### src/rtl/rte_pkg.sv
`default_nettype none

package rte_pkg;

    // register width of the trap address and cause words
    localparam int XLEN     = 64;
    localparam int ST_W     = 64;
    localparam int IRQ_W    = 12;
    localparam int CAUSE_W  = 6;
    localparam int CODE_W   = 4;
    localparam int PRIV_W   = 2;
    localparam int CMD_W    = 2;
    localparam int APB_AW   = 6;
    localparam int APB_DW   = 64;
    localparam int REG_IX_W = 3;

    // commands
    localparam logic [CMD_W-1:0] CMD_RAISE = 2'd0;
    localparam logic [CMD_W-1:0] CMD_POLL  = 2'd1;
    localparam logic [CMD_W-1:0] CMD_LOAD  = 2'd2;

    // privilege levels
    localparam logic [PRIV_W-1:0] PRIV_U   = 2'd0;
    localparam logic [PRIV_W-1:0] PRIV_S   = 2'd1;
    localparam logic [PRIV_W-1:0] PRIV_RSV = 2'd2;
    localparam logic [PRIV_W-1:0] PRIV_M   = 2'd3;

    // configuration register indexes
    localparam logic [REG_IX_W-1:0] REG_MEDELEG = 3'd0;
    localparam logic [REG_IX_W-1:0] REG_MIDELEG = 3'd1;
    localparam logic [REG_IX_W-1:0] REG_MIE     = 3'd2;
    localparam logic [REG_IX_W-1:0] REG_MTVEC   = 3'd3;
    localparam logic [REG_IX_W-1:0] REG_STVEC   = 3'd4;

    // mstatus bit positions
    localparam int ST_SIE  = 1;
    localparam int ST_MIE  = 3;
    localparam int ST_SPIE = 5;
    localparam int ST_MPIE = 7;
    localparam int ST_SPP  = 8;
    localparam int ST_MPP  = 11;
    localparam int ST_SDT  = 24;
    localparam int ST_MDT  = 42;

    // interrupt groups and codes
    localparam logic [IRQ_W-1:0]  M_IRQS = 12'hAAA;
    localparam logic [IRQ_W-1:0]  S_IRQS = 12'h222;
    localparam logic [CODE_W-1:0] IRQ_MEI = 4'd11;
    localparam logic [CODE_W-1:0] IRQ_MSI = 4'd3;
    localparam logic [CODE_W-1:0] IRQ_MTI = 4'd7;
    localparam logic [CODE_W-1:0] IRQ_SEI = 4'd9;
    localparam logic [CODE_W-1:0] IRQ_SSI = 4'd1;
    localparam logic [CODE_W-1:0] IRQ_STI = 4'd5;

    localparam logic [CAUSE_W-1:0] DOUBLE_TRAP_CODE = 6'd16;
    localparam logic [1:0]         TVEC_VECTORED    = 2'd1;

    typedef struct packed {
        logic [CMD_W-1:0]   command;
        logic [CAUSE_W-1:0] cause;
        logic [XLEN-1:0]    fault_value;
        logic [XLEN-1:0]    pc;
        logic [IRQ_W-1:0]   pending;
        logic [ST_W-1:0]    load_status;
        logic [PRIV_W-1:0]  load_priv;
    } t_in_item;

    typedef struct packed {
        logic               trap_taken;
        logic               critical_error;
        logic [PRIV_W-1:0]  privilege;
        logic [XLEN-1:0]    next_pc;
        logic [XLEN-1:0]    cause_written;
        logic [XLEN-1:0]    tval_written;
        logic [XLEN-1:0]    second_tval;
        logic [ST_W-1:0]    status;
    } t_out_item;

    typedef struct packed {
        logic [XLEN-1:0]  exc_delegation;
        logic [IRQ_W-1:0] irq_delegation;
        logic [IRQ_W-1:0] irq_enable;
        logic [XLEN-1:0]  m_vector;
        logic [XLEN-1:0]  s_vector;
    } t_cfg;

    typedef struct packed {
        logic [PRIV_W-1:0] priv;
        logic [ST_W-1:0]   status;
        logic [XLEN-1:0]   dbl_tval;
    } t_arch_state;

endpackage

`default_nettype wire

### src/rtl/rte_csr.sv
`default_nettype none

module rte_csr
    import rte_pkg::*;
(
    input  wire logic              i_clk,
    input  wire logic              i_rst_n,
    input  wire logic              psel,
    input  wire logic              penable,
    input  wire logic              pwrite,
    input  wire logic [APB_AW-1:0] paddr,
    input  wire logic [APB_DW-1:0] pwdata,
    output logic      [APB_DW-1:0] prdata,
    output logic                   pready,
    output t_cfg                   o_cfg
);

    logic [XLEN-1:0]     r_medeleg;
    logic [IRQ_W-1:0]    r_mideleg;
    logic [IRQ_W-1:0]    r_mie;
    logic [XLEN-1:0]     r_mtvec;
    logic [XLEN-1:0]     r_stvec;
    logic                wr_en;
    logic [REG_IX_W-1:0] reg_ix;

    assign pready = 1'b1;
    assign wr_en  = psel && penable && pwrite;
    assign reg_ix = paddr[APB_AW-1:APB_AW-REG_IX_W];

    // register writes
    always_ff @(posedge i_clk) begin
        if (!i_rst_n) begin
            r_medeleg <= '0;
            r_mideleg <= '0;
            r_mie     <= '0;
            r_mtvec   <= '0;
            r_stvec   <= '0;
        end else if (wr_en) begin
            unique case (reg_ix)
                REG_MEDELEG: r_medeleg <= pwdata[XLEN-1:0];
                REG_MIDELEG: r_mideleg <= pwdata[IRQ_W-1:0];
                REG_MIE:     r_mie     <= pwdata[IRQ_W-1:0];
                REG_MTVEC:   r_mtvec   <= pwdata[XLEN-1:0];
                REG_STVEC:   r_stvec   <= pwdata[XLEN-1:0];
                default: begin
                end
            endcase
        end
    end

    // read mux
    always_comb begin
        unique case (reg_ix)
            REG_MEDELEG: prdata = r_medeleg;
            REG_MIDELEG: prdata = {{(APB_DW-IRQ_W){1'b0}}, r_mideleg};
            REG_MIE:     prdata = {{(APB_DW-IRQ_W){1'b0}}, r_mie};
            REG_MTVEC:   prdata = r_mtvec;
            REG_STVEC:   prdata = r_stvec;
            default:     prdata = '0;
        endcase
    end

    assign o_cfg = '{exc_delegation: r_medeleg, irq_delegation: r_mideleg,
                     irq_enable: r_mie, m_vector: r_mtvec, s_vector: r_stvec};

endmodule

`default_nettype wire

### src/rtl/rte_core.sv
`default_nettype none

module rte_core
    import rte_pkg::*;
(
    input  t_in_item    i_item,
    input  t_cfg        i_cfg,
    input  t_arch_state i_state,
    output t_arch_state o_state,
    output t_out_item   o_res
);

    logic [IRQ_W-1:0]   irq_mask;
    logic [IRQ_W-1:0]   irq_ready;
    logic [CODE_W-1:0]  irq_code;
    logic               is_raise;
    logic               is_irq;
    logic               want_trap;
    logic               to_s_req;
    logic               dbl;
    logic               to_s;
    logic               crit;
    logic               entry;
    logic [XLEN-1:0]    tval_in;
    logic [XLEN-1:0]    xcause;
    logic [XLEN-1:0]    xtval;
    logic [XLEN-1:0]    tvec;
    logic [XLEN-1:0]    base;
    logic [XLEN-1:0]    handler;
    logic [ST_W-1:0]    st_entry;
    t_arch_state        nxt;

    assign is_raise = (i_item.command == CMD_RAISE);

    // interrupt enable mask by privilege and global enables
    always_comb begin
        unique case (i_state.priv)
            PRIV_M:  irq_mask = i_state.status[ST_MIE] ? (~i_cfg.irq_delegation & M_IRQS) : '0;
            PRIV_S:  irq_mask = (~i_cfg.irq_delegation & M_IRQS) |
                                (i_state.status[ST_SIE] ? (i_cfg.irq_delegation & S_IRQS) : '0);
            default: irq_mask = M_IRQS;
        endcase
    end

    assign irq_ready = i_item.pending & i_cfg.irq_enable & irq_mask;

    // fixed priority pick
    always_comb begin
        priority if (irq_ready[IRQ_MEI]) irq_code = IRQ_MEI;
        else if (irq_ready[IRQ_MSI])     irq_code = IRQ_MSI;
        else if (irq_ready[IRQ_MTI])     irq_code = IRQ_MTI;
        else if (irq_ready[IRQ_SEI])     irq_code = IRQ_SEI;
        else if (irq_ready[IRQ_SSI])     irq_code = IRQ_SSI;
        else                             irq_code = IRQ_STI;
    end

    assign is_irq    = (i_item.command == CMD_POLL) && (irq_ready != '0);
    assign want_trap = is_raise || is_irq;

    // delegation and double-trap resolution
    assign to_s_req = (i_state.priv != PRIV_M) &&
                      (is_raise ? i_cfg.exc_delegation[i_item.cause]
                                : i_cfg.irq_delegation[irq_code]);
    assign dbl   = to_s_req && i_state.status[ST_SDT];
    assign to_s  = to_s_req && !i_state.status[ST_SDT];
    assign crit  = want_trap && !to_s && i_state.status[ST_MDT];
    assign entry = want_trap && !crit;

    assign tval_in = is_raise ? i_item.fault_value : '0;

    // cause and tval written to the target mode
    always_comb begin
        if (dbl) begin
            xcause = {{(XLEN-CAUSE_W){1'b0}}, DOUBLE_TRAP_CODE};
            xtval  = '0;
        end else if (is_raise) begin
            xcause = {{(XLEN-CAUSE_W){1'b0}}, i_item.cause};
            xtval  = tval_in;
        end else begin
            xcause = {1'b1, {(XLEN-1-CODE_W){1'b0}}, irq_code};
            xtval  = '0;
        end
    end

    // status update on entry
    always_comb begin
        st_entry = i_state.status;
        if (to_s) begin
            st_entry[ST_SPP]  = (i_state.priv == PRIV_S);
            st_entry[ST_SPIE] = i_state.status[ST_SIE];
            st_entry[ST_SIE]  = 1'b0;
            st_entry[ST_SDT]  = 1'b1;
        end else begin
            st_entry[ST_MPP+1:ST_MPP] = i_state.priv;
            st_entry[ST_MPIE] = i_state.status[ST_MIE];
            st_entry[ST_MIE]  = 1'b0;
            st_entry[ST_MDT]  = 1'b1;
        end
    end

    // handler address
    assign tvec    = to_s ? i_cfg.s_vector : i_cfg.m_vector;
    assign base    = {tvec[XLEN-1:2], 2'b00};
    assign handler = (is_irq && !dbl && (tvec[1:0] == TVEC_VECTORED))
                     ? base + {{(XLEN-CODE_W-2){1'b0}}, irq_code, 2'b00}
                     : base;

    // next architectural state
    always_comb begin
        nxt = i_state;
        if (i_item.command == CMD_LOAD) begin
            nxt.status = i_item.load_status;
            if (i_item.load_priv != PRIV_RSV) begin
                nxt.priv = i_item.load_priv;
            end
        end else if (entry) begin
            nxt.status = st_entry;
            nxt.priv   = to_s ? PRIV_S : PRIV_M;
            if (dbl) begin
                nxt.dbl_tval = tval_in;
            end
        end
    end

    assign o_state = nxt;

    assign o_res = '{trap_taken:     want_trap,
                     critical_error: crit,
                     privilege:      nxt.priv,
                     next_pc:        entry ? handler : i_item.pc,
                     cause_written:  entry ? xcause : '0,
                     tval_written:   entry ? xtval : '0,
                     second_tval:    nxt.dbl_tval,
                     status:         nxt.status};

endmodule

`default_nettype wire

### src/rtl/riscv_trap_entry_unit.sv
`default_nettype none

// channel   direction  handshake                    payload
// input     in         i_in_valid / o_in_stall      i_in_item  (t_in_item)
// result    out        o_out_valid / i_out_stall    o_out_item (t_out_item)
// config    in         psel penable pwrite pready   paddr pwdata prdata
//
// one item per cycle while the result is not stalled; an item passes through
// the input register and then leaves through the result register. the trap
// state updates as the item moves to the result register, so the next item
// sees it. reset (synchronous) empties both registers and puts the hart in M
// mode with mstatus clear. a stalled result holds the input register, which
// then stalls the input channel.
module riscv_trap_entry_unit
    import rte_pkg::*;
(
    input  wire logic              i_clk,
    input  wire logic              i_rst_n,
    input  wire logic              i_in_valid,
    output logic                   o_in_stall,
    input  t_in_item               i_in_item,
    output logic                   o_out_valid,
    input  wire logic              i_out_stall,
    output t_out_item              o_out_item,
    input  wire logic              psel,
    input  wire logic              penable,
    input  wire logic              pwrite,
    input  wire logic [APB_AW-1:0] paddr,
    input  wire logic [APB_DW-1:0] pwdata,
    output logic      [APB_DW-1:0] prdata,
    output logic                   pready
);

    t_cfg        cfg;
    t_arch_state r_state;
    t_arch_state n_state;
    t_in_item    r_in;
    logic        r_in_valid;
    t_out_item   r_out;
    t_out_item   n_out;
    logic        r_out_valid;
    logic        advance;
    logic        in_xfer;

    rte_csr u_csr (
        .i_clk   (i_clk),
        .i_rst_n (i_rst_n),
        .psel    (psel),
        .penable (penable),
        .pwrite  (pwrite),
        .paddr   (paddr),
        .pwdata  (pwdata),
        .prdata  (prdata),
        .pready  (pready),
        .o_cfg   (cfg)
    );

    rte_core u_core (
        .i_item  (r_in),
        .i_cfg   (cfg),
        .i_state (r_state),
        .o_state (n_state),
        .o_res   (n_out)
    );

    // pipeline control
    assign advance    = r_in_valid && (!r_out_valid || !i_out_stall);
    assign o_in_stall = r_in_valid && !advance;
    assign in_xfer    = i_in_valid && !o_in_stall;

    // input register
    always_ff @(posedge i_clk) begin
        if (!i_rst_n) begin
            r_in_valid <= 1'b0;
        end else if (in_xfer) begin
            r_in_valid <= 1'b1;
        end else if (advance) begin
            r_in_valid <= 1'b0;
        end
    end

    always_ff @(posedge i_clk) begin
        if (in_xfer) begin
            r_in <= i_in_item;
        end
    end

    // architectural state
    always_ff @(posedge i_clk) begin
        if (!i_rst_n) begin
            r_state.priv     <= PRIV_M;
            r_state.status   <= '0;
            r_state.dbl_tval <= '0;
        end else if (advance) begin
            r_state <= n_state;
        end
    end

    // result register
    always_ff @(posedge i_clk) begin
        if (!i_rst_n) begin
            r_out_valid <= 1'b0;
        end else if (advance) begin
            r_out_valid <= 1'b1;
        end else if (!i_out_stall) begin
            r_out_valid <= 1'b0;
        end
    end

    always_ff @(posedge i_clk) begin
        if (advance) begin
            r_out <= n_out;
        end
    end

    assign o_out_valid = r_out_valid;
    assign o_out_item  = r_out;

endmodule

`default_nettype wire
### config.mk
export PLATFORM = sky130hd
export DESIGN_NAME = riscv_trap_entry_unit
export DESIGN_NICKNAME = d
export VERILOG_FILES = /design/src/rtl/rte_pkg.sv /design/src/rtl/rte_csr.sv /design/src/rtl/rte_core.sv /design/src/rtl/riscv_trap_entry_unit.sv
export SDC_FILE = /design/constraint.sdc
export NUM_CORES = 1
export LEC_CHECK = 0
export BUFFER_PORTS_ARGS = -buffer_cell sky130_fd_sc_hd__buf_2
export CAP_MARGIN = 15
export CORE_MARGIN = 8
export CORE_UTILIZATION = 60
export DETAILED_ROUTE_END_ITERATION = 10
export GPL_ROUTABILITY_DRIVEN = 0
export HOLD_SLACK_MARGIN = 0.02
export PLACE_DENSITY = 0.85
export SYNTH_ARGS = -nofsm -noshare
export SYNTH_HDL_FRONTEND = slang
export SYNTH_HIERARCHICAL = 1
export SYNTH_SLANG_ARGS = --single-unit
### constraint.sdc
create_clock -name i_clk -period 30.5 [get_ports i_clk]
set_clock_uncertainty 0.1 [all_clocks]
set_input_delay 1.525 -clock i_clk [delete_from_list [all_inputs] [get_ports i_clk]]
set_output_delay 1.525 -clock i_clk [all_outputs]
set_load 0.02 [all_outputs]
==> flow_metrics.py <==
metrics = {
    "floorplanning": {
        "dieArea_sq_mm": 0.0738,
        "core_area_sq_mm": 0.0646,
        "die_x_microns": 272,
        "std_cell_rows": 93,
        "fp.dieH_microns": 272,
        "io_pins": 682,
        "start_util_pct": 60.8,
    },
    "setup_path": {
        "critPathSlowestCell": "edfxtp_1",
        "crit_type": "reg2reg",
        "arrival_ns": 7.26,
        "reg2reg_setup_slack_ns": 23.46,
        "worstPathCellList": "mux4_1 -> mux2_2 -> o32ai_1 -> a31oi_1 -> a32o_1 -> o31ai_4 -> buf_4 -> mux2_2 -> fa_1 -> a21o_1 -> a21oi_1 -> nor2_1 -> and2_1 -> o211ai_1 -> and2_1 -> and4b_1 -> xor2_1 -> o21ai_0",
        "slowest_delay_ns": 1.12,
        "worstPathMaxFanout": 74,
        "worstSetupStartpointType": "flip-flop",
        "crit_path_end_kind": "flip-flop",
        "crit_required_ns": 30.72,
    },
    "detailed_routing": {
        "drtPass1Iterations": 6,
        "post_drt_wl_per_cell_microns": 23.5,
        "routed_wl_microns": 116000,
        "drc_errors": 0,
        "vias_per_cell": 5.97,
        "drtIter0Drc": 3637,
        "vias": 29400,
        "ant_nets": 0,
    },
    "sta": {
        "tns_ns": 0,
        "min_period_over_period_pct": 23.1,
        "timing.fmax_mhz": 142,
        "final-hold-violation-count": 0,
        "rsz0062_at_grt": "false",
        "fin_crit_ns": 7.04,
        "slew_violations": 0,
        "setup_viol": 0,
        "timing.hold.ws_ns": 0.356,
        "relSlewSlack_pct": 16.5,
        "worstMarginPinSlew_ns": 1.25,
    },
    "global_route": {
        "busiest_layer": "met2",
        "grtUsageMet3_pct": 6.15,
        "grt_max_degree": 222,
        "grt_use_total_pct": 29.3,
        "grt_pass1_vias": 28200,
        "grt_pass1_wl_microns": 168000,
        "grt_antenna_before_repair": 25,
        "gr-total-overflow": 0,
        "met2_usage_pct": 48.2,
        "grtUsageMet1_pct": 36.2,
    },
    "synthesis": {
        "synthesis.area_sq_mm": 0.0392,
        "avgSynthCellArea_sq_um": 11.1,
        "netlist_instances": 3539,
        "yosysWarnings": 6,
    },
    "final_layout": {
        "n_fill_cell": 4378,
        "drive_above_1_share_pct": 22.3,
        "nets": 4284,
        "final_core_util_pct": 69.3,
        "mostFrequentLayoutCells": "nand2_1, buf_2, edfxtp_1, mux2i_1, dfxtp_1",
        "syn2layout_area_growth_pct": 14.0,
        "final_common_cell": "nand2_1",
        "fin_area_sq_mm": 0.0447,
    },
    "placement": {
        "dp_hpwl_microns": 78600,
        "portBuffers": 671,
        "placed_area_sq_mm": 0.0417,
    },
    "power_and_ir_drop": {
        "p_sw_mw": 0.606,
        "p_per_area_mw_per_mm2": 58.5,
        "power_mw": 2.62,
        "p_comb_share_pct": 6.7,
        "p_int_mw": 2.01,
        "sequentialPowerShare_pct": 50.6,
        "p_clk_share_pct": 42.7,
        "leakagePower_nw": 17.3,
        "swShare_pct": 23.1,
        "peakVddDrop_v": 0.0000493,
    },
    "clocking": {
        "postCtsResizedCells": 0,
        "h-tree-depth": 3,
        "cts.path.max_buffers": 3,
        "cts_sinks": 880,
        "holdBufCountCts": 0,
        "ctsRootBufferMaster": "clkbuf_16",
        "post_cts_buffers": 0,
        "insertion_delay_ns": 0.63,
        "cts_tree": "built",
        "numCtsBuffers": 89,
        "path_clk_slew_ns": 0.06,
    },
    "outcome": {
        "outcome": "completed",
    },
    "run": {
        "drv_cap": 0,
    },
    "hold_path": {
        "hold_path.class": "reg2reg",
    },
}
==> per-stage QoR <==
stage | setup WS, ns | instances
3_3_place_gp | 23.83 | 4752
6_report | 23.46 | 4932
5_1_grt | 23.44 | 4930
2_1_floorplan | 18.71 | 3595
3_5_place_dp | 23.74 | 4752
4_1_cts | 23.71 | 4917
==> critical path: cells and delay by family (launching register included) <==
kind                       cells  cell delay [ns]
AOI/OAI and AO/OA              8             1.69
xor gates and xnor gates       1             0.34
adders and majority gates      1             0.41
buffers and inverters          1             0.70
DFF                            1             1.12
muxes                          3             1.24
and+or+nand+nor                4             1.08
==> flip-flops by register name, summed over array words and instances (netlist names) <==
register,cells
o_out_valid,1
r_in,208
u_csr/r_mie,12
r_in_valid,1
u_csr/r_medeleg,64
r_state,130
u_csr/r_mtvec,64
u_csr/r_stvec,64
o_out_item,324
u_csr/r_mideleg,12
==> final timing paths <==
path / endpoint / cells past startpoint / from
setup / recovery: o_out_item[274] / 18 / r_in[207]
hold / removal: r_state[84] / 2 / r_state[84]
setup reg to reg: o_out_item[274] / 18 / r_in[207]
hold reg to reg: r_state[84] / 2 / r_state[84]
==> power by group through the flow <==
stage	Combinational (mW)	Clock [mW]	Sequential [mW]
finish	0.175	1.12	1.33
global route	0.185	1.17	1.33
CTS	0.173	1.13	1.32
detailed placement	0.172	0	1.35
global placement	0.169	0	1.35
floorplan	0.0906	0	1.38
==> cell type report <==
class / instances / area (sq um) / share of cell area (%)
clock inverter: 40 / 474 / 1.06
antenna: 14 / 35.0 / 0.0783
clock buffer: 125 / 2550 / 5.70
inverter: 14 / 52.6 / 0.117
sequential: 880 / 22900 / 51.3
timing repair buffer: 703 / 3660 / 8.17
tap: 855 / 1070 / 2.39
multi-input combinational: 2301 / 14000 / 31.2
==> routing by layer <==
metal	vias to the layer above	part of all wire, %	wire length [microns]
li1	13100	-	-
met1	14100	37	42400
met2	1888	48	55400
met3	365	9.8	11300
met4	12	5.6	6470
met5	-	0.069	80
Note: power is estimated with default switching activity, not from simulation.
